==> src/rtl/dit4_pkg.sv <==
// Package with the shared types, constants and arithmetic functions of the 4x4 dequant/transform.
`timescale 1ns / 1ps

package dit4_pkg;

    // Block geometry and fixed arithmetic constants.
    localparam int unsigned BLOCK_SIZE      = 16;
    localparam int unsigned ROUND_OFFSET    = 32;
    localparam int unsigned ROUND_SHIFT     = 6;
    localparam int unsigned DEQ_SHIFT_BASE  = 4;
    localparam int unsigned DEQ_ROUND_BASE  = 3;

    // Configuration register map.
    localparam int unsigned  CFG_ADDR_W          = 3;
    localparam int unsigned  CFG_DATA_W          = 32;
    localparam logic [CFG_ADDR_W-1:0] ADDR_RESIDUAL_LIMIT = 3'd0;
    localparam logic [8:0]   RESIDUAL_LIMIT_RESET = 9'd255;

    // Sequencer states.
    typedef enum logic [2:0] {
        ST_IDLE,
        ST_MUL_SCALE,
        ST_MUL_WEIGHT,
        ST_STORE,
        ST_LOAD,
        ST_CALC,
        ST_DC,
        ST_EMIT
    } state_t;

    // Transform pass.
    typedef enum logic {
        PASS_ROW,
        PASS_COL
    } pass_t;

    // One operand of the butterfly: 16 bits plus one for the halved tap.
    typedef logic [16:0] lane_t;

    // One output of the 4-point integer inverse butterfly, wrapping to 16 bits.
    // Bits [16:1] of a lane give the low 16 bits of the arithmetic half.
    function automatic logic [15:0] butterfly(input lane_t v0, input lane_t v1,
                                              input lane_t v2, input lane_t v3,
                                              input logic [1:0] sel);
        logic [15:0] x0;
        logic [15:0] x1;
        logic [15:0] x2;
        logic [15:0] x3;
        logic [15:0] y;
        x0 = v0[15:0] + v2[15:0];
        x1 = v0[15:0] - v2[15:0];
        x2 = v1[16:1] - v3[15:0];
        x3 = v1[15:0] + v3[16:1];
        case (sel)
            2'd0: begin
                y = x0 + x3;
            end
            2'd1: begin
                y = x1 + x2;
            end
            2'd2: begin
                y = x1 - x2;
            end
            default: begin
                y = x0 - x3;
            end
        endcase
        return y;
    endfunction

    // Symmetric clip of a rounded residual to [-lim, lim].
    function automatic logic [9:0] clip_residual(input logic signed [25:0] v,
                                                 input logic [8:0] lim);
        logic signed [25:0] lim_s;
        logic [9:0]         r;
        lim_s = $signed({17'd0, lim});
        if (v > lim_s) begin
            r = {1'b0, lim};
        end else if (v < -lim_s) begin
            r = 10'd0 - {1'b0, lim};
        end else begin
            r = v[9:0];
        end
        return r;
    endfunction

endpackage

==> src/rtl/dequant_inverse_transform_4x4.sv <==
// Top level: 4x4 dequantization and integer inverse transform with a small sequencer.
//
//   Channel   Direction  Handshake          Payload
//   s_*       in         s_valid/s_ready    coefficient, scale, weight, qp_div6,
//                                           dc_supplied, dc_only, dc_value
//   m_*       out        m_valid/m_ready    residual, last
//   APB       in         psel/penable       residual_limit at byte address 0
//
// Each coefficient item goes through accept, two passes through the shared
// multiplier (times scale, then times weight), and the rounding store.
// The sixteenth item starts the transform: 2 passes (row, then column) of 4 lines,
// each line 4 loads and 4 butterfly steps, or the DC step alone in DC-only mode,
// then 16 residuals leave through the output register, one per cycle when not stalled.
// s_ready is high only while the sequencer is idle; a stalled m_ready holds the emit.
// Reset (aresetn low, synchronous) clears the sequencer, position and modes and sets the limit to 255.
`timescale 1ns / 1ps

module dequant_inverse_transform_4x4 (
    input  logic                               aclk,
    input  logic                               aresetn,
    // Coefficient input channel
    input  logic                               s_valid,
    output logic                               s_ready,
    input  logic signed [15:0]                 s_coefficient,
    input  logic [15:0]                        s_scale,
    input  logic [15:0]                        s_weight,
    input  logic [3:0]                         s_qp_div6,
    input  logic                               s_dc_supplied,
    input  logic                               s_dc_only,
    input  logic signed [15:0]                 s_dc_value,
    // Residual output channel
    output logic                               m_valid,
    input  logic                               m_ready,
    output logic signed [9:0]                  m_residual,
    output logic                               m_last,
    // Configuration port
    input  logic                               psel,
    input  logic                               penable,
    input  logic                               pwrite,
    input  logic [dit4_pkg::CFG_ADDR_W-1:0]    paddr,
    input  logic [dit4_pkg::CFG_DATA_W-1:0]    pwdata,
    output logic [dit4_pkg::CFG_DATA_W-1:0]    prdata,
    output logic                               pready
);

    // Sequencer and control registers
    dit4_pkg::state_t state_reg, state_next;
    dit4_pkg::pass_t  pass_reg, pass_next;
    logic [3:0]  pos_reg, pos_next;
    logic [1:0]  modes_reg, modes_next;
    logic [1:0]  line_reg, line_next;
    logic [1:0]  step_reg, step_next;
    logic [3:0]  out_idx_reg, out_idx_next;
    logic [8:0]  limit_reg;
    logic        m_valid_reg, m_valid_next;

    // Payload registers
    logic [15:0] coef_reg;
    logic [15:0] scale_reg;
    logic [15:0] weight_reg;
    logic [3:0]  q_reg;
    logic [15:0] dcval_reg;
    logic [9:0]  dc_res_reg, dc_res_next;
    logic [9:0]  m_residual_reg, m_residual_next;
    logic        m_last_reg, m_last_next;

    // Stores
    logic [31:0]           coeff_store_reg [dit4_pkg::BLOCK_SIZE];
    logic [15:0]           row_store_reg   [dit4_pkg::BLOCK_SIZE];
    dit4_pkg::lane_t       vec_reg         [4];

    // Store write and read controls
    logic        coeff_we;
    logic [3:0]  coeff_wr_idx;
    logic [31:0] coeff_wr_data;
    logic        row_we;
    logic [3:0]  row_wr_idx;
    logic        vec_we;
    logic [3:0]  coeff_rd_idx;
    logic [31:0] coeff_rd;
    logic [15:0] row_rd;
    dit4_pkg::lane_t load_data;

    // Arithmetic
    logic        mul_en;
    logic [31:0] mul_a;
    logic [15:0] mul_b;
    logic [31:0] mul_p;
    logic [31:0] deq_round;
    logic [31:0] deq_value;
    logic [15:0] bfly;
    logic [16:0] col_sum;
    logic [9:0]  col_res;
    logic [31:0] dc_sum;

    logic s_accept;
    logic cfg_write;

    assign s_ready  = (state_reg == dit4_pkg::ST_IDLE);
    assign s_accept = s_valid && s_ready;

    // Configuration port: always ready, one register.
    assign pready    = 1'b1;
    assign cfg_write = psel && penable && pwrite && pready &&
                       (paddr[2] == dit4_pkg::ADDR_RESIDUAL_LIMIT[2]);
    assign prdata    = (paddr[2] == dit4_pkg::ADDR_RESIDUAL_LIMIT[2]) ?
                       {23'd0, limit_reg} : '0;

    always_ff @(posedge aclk) begin
        if (!aresetn) begin
            limit_reg <= dit4_pkg::RESIDUAL_LIMIT_RESET;
        end else if (cfg_write) begin
            limit_reg <= pwdata[8:0];
        end
    end

    // Shared multiplier
    dit4_mul u_mul (
        .aclk (aclk),
        .en   (mul_en),
        .a    (mul_a),
        .b    (mul_b),
        .p    (mul_p)
    );

    // Store read ports: one address each.
    always_comb begin
        case (state_reg)
            dit4_pkg::ST_LOAD: begin
                coeff_rd_idx = {line_reg, step_reg};
            end
            dit4_pkg::ST_DC: begin
                coeff_rd_idx = 4'd0;
            end
            default: begin
                coeff_rd_idx = out_idx_reg;
            end
        endcase
    end
    assign coeff_rd  = coeff_store_reg[coeff_rd_idx];
    assign row_rd    = row_store_reg[{step_reg, line_reg}];
    assign load_data = (pass_reg == dit4_pkg::PASS_ROW) ? coeff_rd[16:0]
                                                        : {row_rd[15], row_rd};

    // Dequantization rounding and shift of the registered product.
    always_comb begin
        deq_round = mul_p + (32'd1 << (2'd3 - q_reg[1:0]));
        if (q_reg < 4'(dit4_pkg::DEQ_SHIFT_BASE)) begin
            deq_value = 32'($signed(deq_round) >>> (3'd4 - {1'b0, q_reg[1:0]}));
        end else begin
            deq_value = mul_p << (q_reg - 4'(dit4_pkg::DEQ_SHIFT_BASE));
        end
    end

    // Butterfly step for both passes, and residual rounding for the column pass and DC-only mode.
    assign bfly    = dit4_pkg::butterfly(vec_reg[0], vec_reg[1], vec_reg[2], vec_reg[3],
                                         step_reg);
    assign col_sum = {bfly[15], bfly} + 17'(dit4_pkg::ROUND_OFFSET);
    assign col_res = dit4_pkg::clip_residual($signed({{15{col_sum[16]}}, col_sum[16:6]}),
                                             limit_reg);
    assign dc_sum  = coeff_rd + 32'(dit4_pkg::ROUND_OFFSET);

    // Sequencer: next state and datapath controls.
    always_comb begin
        state_next      = state_reg;
        pass_next       = pass_reg;
        pos_next        = pos_reg;
        modes_next      = modes_reg;
        line_next       = line_reg;
        step_next       = step_reg;
        out_idx_next    = out_idx_reg;
        dc_res_next     = dc_res_reg;
        m_valid_next    = m_valid_reg;
        m_residual_next = m_residual_reg;
        m_last_next     = m_last_reg;
        coeff_we        = 1'b0;
        coeff_wr_idx    = pos_reg;
        coeff_wr_data   = deq_value;
        row_we          = 1'b0;
        row_wr_idx      = {line_reg, step_reg};
        vec_we          = 1'b0;
        mul_en          = 1'b0;
        mul_a           = {{16{coef_reg[15]}}, coef_reg};
        mul_b           = scale_reg;

        // The output register empties when its item is taken.
        if (m_ready) begin
            m_valid_next = 1'b0;
        end

        case (state_reg)
            dit4_pkg::ST_IDLE: begin
                if (s_accept) begin
                    if (pos_reg == 4'd0) begin
                        modes_next = {s_dc_only, s_dc_supplied};
                    end
                    state_next = dit4_pkg::ST_MUL_SCALE;
                end
            end
            dit4_pkg::ST_MUL_SCALE: begin
                mul_en     = 1'b1;
                state_next = dit4_pkg::ST_MUL_WEIGHT;
            end
            dit4_pkg::ST_MUL_WEIGHT: begin
                mul_en     = 1'b1;
                mul_a      = mul_p;
                mul_b      = weight_reg;
                state_next = dit4_pkg::ST_STORE;
            end
            dit4_pkg::ST_STORE: begin
                coeff_we = 1'b1;
                if (pos_reg == 4'd0 && modes_reg[0]) begin
                    coeff_wr_data = {{16{dcval_reg[15]}}, dcval_reg};
                end
                pos_next = pos_reg + 4'd1;
                if (pos_reg == 4'(dit4_pkg::BLOCK_SIZE - 1)) begin
                    if (modes_reg[1]) begin
                        state_next = dit4_pkg::ST_DC;
                    end else begin
                        pass_next  = dit4_pkg::PASS_ROW;
                        line_next  = 2'd0;
                        step_next  = 2'd0;
                        state_next = dit4_pkg::ST_LOAD;
                    end
                end else begin
                    state_next = dit4_pkg::ST_IDLE;
                end
            end
            dit4_pkg::ST_LOAD: begin
                vec_we    = 1'b1;
                step_next = step_reg + 2'd1;
                if (step_reg == 2'd3) begin
                    state_next = dit4_pkg::ST_CALC;
                end
            end
            dit4_pkg::ST_CALC: begin
                if (pass_reg == dit4_pkg::PASS_ROW) begin
                    row_we = 1'b1;
                end else begin
                    // Column results overwrite the consumed coefficients, raster indexed.
                    coeff_we      = 1'b1;
                    coeff_wr_idx  = {step_reg, line_reg};
                    coeff_wr_data = {{22{col_res[9]}}, col_res};
                end
                step_next = step_reg + 2'd1;
                if (step_reg == 2'd3) begin
                    line_next = line_reg + 2'd1;
                    if (line_reg == 2'd3) begin
                        if (pass_reg == dit4_pkg::PASS_ROW) begin
                            pass_next  = dit4_pkg::PASS_COL;
                            state_next = dit4_pkg::ST_LOAD;
                        end else begin
                            out_idx_next = 4'd0;
                            state_next   = dit4_pkg::ST_EMIT;
                        end
                    end else begin
                        state_next = dit4_pkg::ST_LOAD;
                    end
                end
            end
            dit4_pkg::ST_DC: begin
                dc_res_next  = dit4_pkg::clip_residual($signed(dc_sum[31:6]), limit_reg);
                out_idx_next = 4'd0;
                state_next   = dit4_pkg::ST_EMIT;
            end
            dit4_pkg::ST_EMIT: begin
                if (!m_valid_reg || m_ready) begin
                    m_valid_next    = 1'b1;
                    m_residual_next = modes_reg[1] ? dc_res_reg : coeff_rd[9:0];
                    m_last_next     = (out_idx_reg == 4'(dit4_pkg::BLOCK_SIZE - 1));
                    out_idx_next    = out_idx_reg + 4'd1;
                    if (out_idx_reg == 4'(dit4_pkg::BLOCK_SIZE - 1)) begin
                        state_next = dit4_pkg::ST_IDLE;
                    end
                end
            end
            default: begin
                state_next = dit4_pkg::ST_IDLE;
            end
        endcase
    end

    // Control registers
    always_ff @(posedge aclk) begin
        if (!aresetn) begin
            state_reg   <= dit4_pkg::ST_IDLE;
            pass_reg    <= dit4_pkg::PASS_ROW;
            pos_reg     <= 4'd0;
            modes_reg   <= 2'd0;
            line_reg    <= 2'd0;
            step_reg    <= 2'd0;
            out_idx_reg <= 4'd0;
            m_valid_reg <= 1'b0;
        end else begin
            state_reg   <= state_next;
            pass_reg    <= pass_next;
            pos_reg     <= pos_next;
            modes_reg   <= modes_next;
            line_reg    <= line_next;
            step_reg    <= step_next;
            out_idx_reg <= out_idx_next;
            m_valid_reg <= m_valid_next;
        end
    end

    // Payload registers: input item capture and output register.
    always_ff @(posedge aclk) begin
        if (s_accept) begin
            coef_reg   <= s_coefficient;
            scale_reg  <= s_scale;
            weight_reg <= s_weight;
            q_reg      <= s_qp_div6;
            dcval_reg  <= s_dc_value;
        end
        dc_res_reg     <= dc_res_next;
        m_residual_reg <= m_residual_next;
        m_last_reg     <= m_last_next;
    end

    // Stores: one write each per cycle.
    always_ff @(posedge aclk) begin
        if (coeff_we) begin
            coeff_store_reg[coeff_wr_idx] <= coeff_wr_data;
        end
        if (row_we) begin
            row_store_reg[row_wr_idx] <= bfly;
        end
        if (vec_we) begin
            vec_reg[step_reg] <= load_data;
        end
    end

    assign m_valid    = m_valid_reg;
    assign m_residual = $signed(m_residual_reg);
    assign m_last     = m_last_reg;

endmodule

==> src/rtl/dit4_mul.sv <==
// Shared 32x16 multiplier with a registered product, wrapping to 32 bits.
`timescale 1ns / 1ps

module dit4_mul (
    input  logic        aclk,
    input  logic        en,
    input  logic [31:0] a,
    input  logic [15:0] b,
    output logic [31:0] p
);

    logic [47:0] full;
    logic [31:0] p_reg;

    // Only the low 32 bits are kept; two's complement makes this signed-correct.
    assign full = a * b;

    always_ff @(posedge aclk) begin
        if (en) begin
            p_reg <= full[31:0];
        end
    end

    assign p = p_reg;

endmodule

==> config.mk <==
export PLATFORM = sky130hd
export DESIGN_NAME = dequant_inverse_transform_4x4
export DESIGN_NICKNAME = d
export VERILOG_FILES = /design/src/rtl/dit4_pkg.sv /design/src/rtl/dequant_inverse_transform_4x4.sv /design/src/rtl/dit4_mul.sv
export SDC_FILE = /design/constraint.sdc
export NUM_CORES = 2
export LEC_CHECK = 0
export ABC_CLOCK_PERIOD_IN_PS = 10840
export BUFFER_PORTS_ARGS = -buffer_cell sky130_fd_sc_hd__buf_2
export CORE_MARGIN = 5
export CORE_UTILIZATION = 30
export CTS_CLUSTER_SIZE = 10
export DETAILED_ROUTE_END_ITERATION = 8
export PLACE_DENSITY = 0.41
export SYNTH_ARGS = -nofsm -noshare
export SYNTH_HDL_FRONTEND = slang
export SYNTH_SLANG_ARGS = --single-unit
export TNS_END_PERCENT = 30
==> constraint.sdc <==
create_clock -name aclk -period 10.84 [get_ports aclk]
set_input_delay 2.71 -clock aclk [delete_from_list [all_inputs] [get_ports aclk]]
set_output_delay 2.71 -clock aclk [all_outputs]
set_load 0.005 [all_outputs]
==> results.md <==
- The library cell used most frequently in the layout, excluding fill and tap cells, is sky130_fd_sc_hd__edfxtp_1.
- The final setup violation count is 0.
- The area share of the largest cell type after synthesis is 46.6%.
- Buffers placed on the I/O ports in this run total 108.
- Data arrives at the worst endpoint at 10430 ps.
- The routed via count divided by cell count is 5.09.
- Max-cap violations in this run came to 0.
- Based on the critical path, the design can be clocked at up to 99.4 MHz.
- The post-route clock period utilization is 92.8%.
- The simple-gate share of the synthesized area is 12.9%.
- The number of detailed-routing iterations run before antenna repair is 7.
- Synthesis produced 5454 cells.
- The overall via count from detail_route is 42124.
- The fraction of layout cells with a size suffix above 1 is 11.3%.
- The detailed router finished its first iteration with 2940 violations.
- In this run the worst path has a maximum fanout of 16.
- The average wire length per cell after detail routing is 23.8 um.
- Along the worst hold path, the cell count comes to 2.
- The cell at the root of the clock tree is sky130_fd_sc_hd__clkbuf_16.
- The HPWL after detailed placement is 135 mm.
- Summing the areas of all xor and xnor instances in the mapped netlist gives 3.02% of the synthesized area.
- The critical path startpoint category is a flip-flop.
- In the layout the commonest cells are sky130_fd_sc_hd__edfxtp_1 (955), sky130_fd_sc_hd__nand2_1 (871), sky130_fd_sc_hd__inv_1 (436).
- Setup slack on the critical path of the routed design comes to 779 ps.
- The endpoint type of the worst setup path is a flip-flop.
- For this run, the number of Yosys warnings is 0.
- The area share of fa/ha/maj cells after synthesis is 15.0%.
- The average instance in the mapped netlist occupies 11.3 um2.
- The count of final max-slew check failures is 0.
- The depth of the worst register-to-register path is 32.
- The number of global-route vias before repair is 42895.
- The top cell type by total area after synthesis is sky130_fd_sc_hd__edfxtp_1.
- The register with the most flip-flops in the layout has 512 of them.
- The number of gates resized after CTS is 0.
- Summing the areas of all compound-gate instances in the mapped netlist gives 8.33% of the synthesized area.
- The first global-routing pass estimated 290 mm of wire.
- The number of buffers created by CTS is 119.
- The number of placement rows is 166.
- The critical path's slowest cell is sky130_fd_sc_hd__nor4bb_1.
- The global routing usage summed across all routing layers is 18.0%.
- On the final layout, the worst hold slack is 491 ps.
- The area growth from synthesis to layout is 12.0%.
- The die extent in y is 463 um.
- The total negative setup slack is 0 ps.
- Once detail routing completed, the nets flagged for antenna violations numbered 0.
- The total power divided by cell area is 385 nW/um2.
- Multiplexer cells account for 8.41% of the synthesized area.
- Setup repair after global routing left no endpoint under its margin.
- For this design, the CTS-stage hold fixing added 0 buffers.
- After global routing the overflow that remains totals 0.
- STA puts the critical path data required time at 11200 ps.
- The layout net count is 6194.
- The worst setup skew after layout is 97.5 ps.
- The total count of hold-check failures in the final report came to 0.
- Entering global routing, the biggest net connects 138 pins.
- The count of cell types in the netlist is 99.
- The final period demand of the worst path is 10060 ps.
- 158 I/O pins were placed.
- By area the synthesized netlist is led by sky130_fd_sc_hd__edfxtp_1 (47%), sky130_fd_sc_hd__fa_1 (10%), sky130_fd_sc_hd__nand2_1 (5.3%).
- Summed over all cells, the static leakage comes to 26.4 nW.
- The clock passes through at most 3 buffers.
- The die is 463 um wide.
- The number of setup buffers added after CTS is 0.
- The later pin in the worst-skew pair is clocked with a latency of 800 ps.
- The worst setup slack before clock tree synthesis is 816 ps.
- The number of antenna violations at the first check in global routing is 9.
- The flip-flop cell with the highest count after synthesis is sky130_fd_sc_hd__edfxtp_1.
- The floorplan step defined a core boundary enclosing 204000 um2.
- The clock net in this run drives a total of 983 sinks.
- The share of the yosys chip area belonging to registers is 47.5%.
- The congestion estimate from routability-driven global placement came to 0.848.
- The total wirelength of the detailed-routed design is 197 mm.
- The flow ran to the end, and the final reports show no timing, DRC or antenna violations.
- For this configuration, the core starts out at a cell density of 30.1%.
- For the pin with the worst max-slew slack, the measured transition is 1310 ps.
- The die covers 214000 um2.
- The delay of the slowest cell on the worst path is 690 ps.
- The worst slew slack as a fraction of its limit is 12.2%.
- The clock transition at the register clock pins on the worst setup and hold paths after CTS is 60 ps.
- The largest family of logic cells by synthesized area is adder cells.
- For this run, design rule violations remaining after detail routing come to 0.
- The cell area that synthesis handed to floorplanning was 61600 um2.
- The synthesized flop and latch total is 983.
- The path class of the tightest hold or removal check is flip-flop to flip-flop.
- The number of flops mapped to enable cells by yosys is 955.
- Of all flip-flops after synthesis, the portion carrying an async set or reset was 0%.
- The type of the setup path with the least slack is flip-flop to flip-flop.
- The setup slack of the worst register-to-register path is 780 ps.
- The number of H-tree levels is 3.
- The worst supply voltage drop on vdd is 0.745 mV.
- The clock tree from TritonCTS is built.
[synthesized netlist by cell type, types with 38 or more instances]
library cell                 n
sky130_fd_sc_hd__a21o_1     53
sky130_fd_sc_hd__a21oi_1   191
sky130_fd_sc_hd__a31oi_1    46
sky130_fd_sc_hd__and3_1     61
sky130_fd_sc_hd__clkbuf_1  193
sky130_fd_sc_hd__edfxtp_1  955
sky130_fd_sc_hd__fa_1      311
sky130_fd_sc_hd__ha_1      243
sky130_fd_sc_hd__inv_1     436
sky130_fd_sc_hd__mux2_2     70
sky130_fd_sc_hd__mux2i_1   225
sky130_fd_sc_hd__mux4_2     93
sky130_fd_sc_hd__nand2_1   871
sky130_fd_sc_hd__nand3_1   229
sky130_fd_sc_hd__nor2_1    369
sky130_fd_sc_hd__nor3_1     76
sky130_fd_sc_hd__o21a_1     38
sky130_fd_sc_hd__o21ai_0   150
sky130_fd_sc_hd__xnor2_1   152
sky130_fd_sc_hd__xor2_1     58
[where the power goes]
group	total (mW)	switching [mW]	leakage, nW	internal (mW)
Combinational	17.2	10.0	15.9	7.20
Sequential	5.61	0.235	8.88	5.37
Clock	3.68	1.61	1.68	2.07
[final cells by class]
type                            instances  area [um2]
Antenna cell                            3        7.51
Clock buffer                          148        3100
Clock inverter                         33         414
Fill cell                           20569      135000
Inverter                              444        1670
Multi-Input combinational cell       3753       29700
Sequential cell                       983       29200
Tap cell                             2688        3360
Timing Repair Buffer                  227        1480
[worst paths after layout]
check	from	end
max	vec_reg[1][1]	coeff_store_reg[11][18]
min	pos_reg[0]	pos_reg[0]
max reg2reg	vec_reg[1][1]	coeff_store_reg[11][18]
min reg2reg	pos_reg[0]	pos_reg[0]
[cells by family after synthesis]
logic type / Yosys count
AND/OR/NAND/NOR: 1802
flip-flops: 983
AO/OA/AOI/OAI: 771
buffers and inverters: 740
adder cells (fa/ha/maj): 554
multiplexers: 391
XOR/XNOR: 211
other: 2
[layer usage]
layer,global-route usage [%],routed length (um),vias to the layer above
li1,-,-,19440
met1,24.8,89300,21500
met2,30.0,93900,949
met3,1.95,8020,235
met4,5.38,6200,0
met5,0,0,-
[critical path: cells and delay by family, from the launching register on]
family	cells	cell delay, ps
XOR/XNOR	5	1220
adder cells (fa/ha/maj)	4	1190
buffers and inverters	3	320
flip-flops	1	460
AND/OR/NAND/NOR	8	3330
multiplexers	1	460
AO/OA/AOI/OAI	11	2660
[stage by stage]
stage / cell area, um2 / util (%) / std cells / power [mW]
after floorplan: 61700 / - / 5476 / 18.3
after global placement: 65500 / 32.0 / 8095 / 23.0
after detailed placement: 65500 / 32.0 / 8095 / 23.0
after CTS: 69000 / 33.8 / 8276 / 26.9
after global routing: 69000 / 33.8 / 8276 / 29.1
final: 69000 / 33.8 / 8279 / 26.5
(Power assumes the default switching activity.)
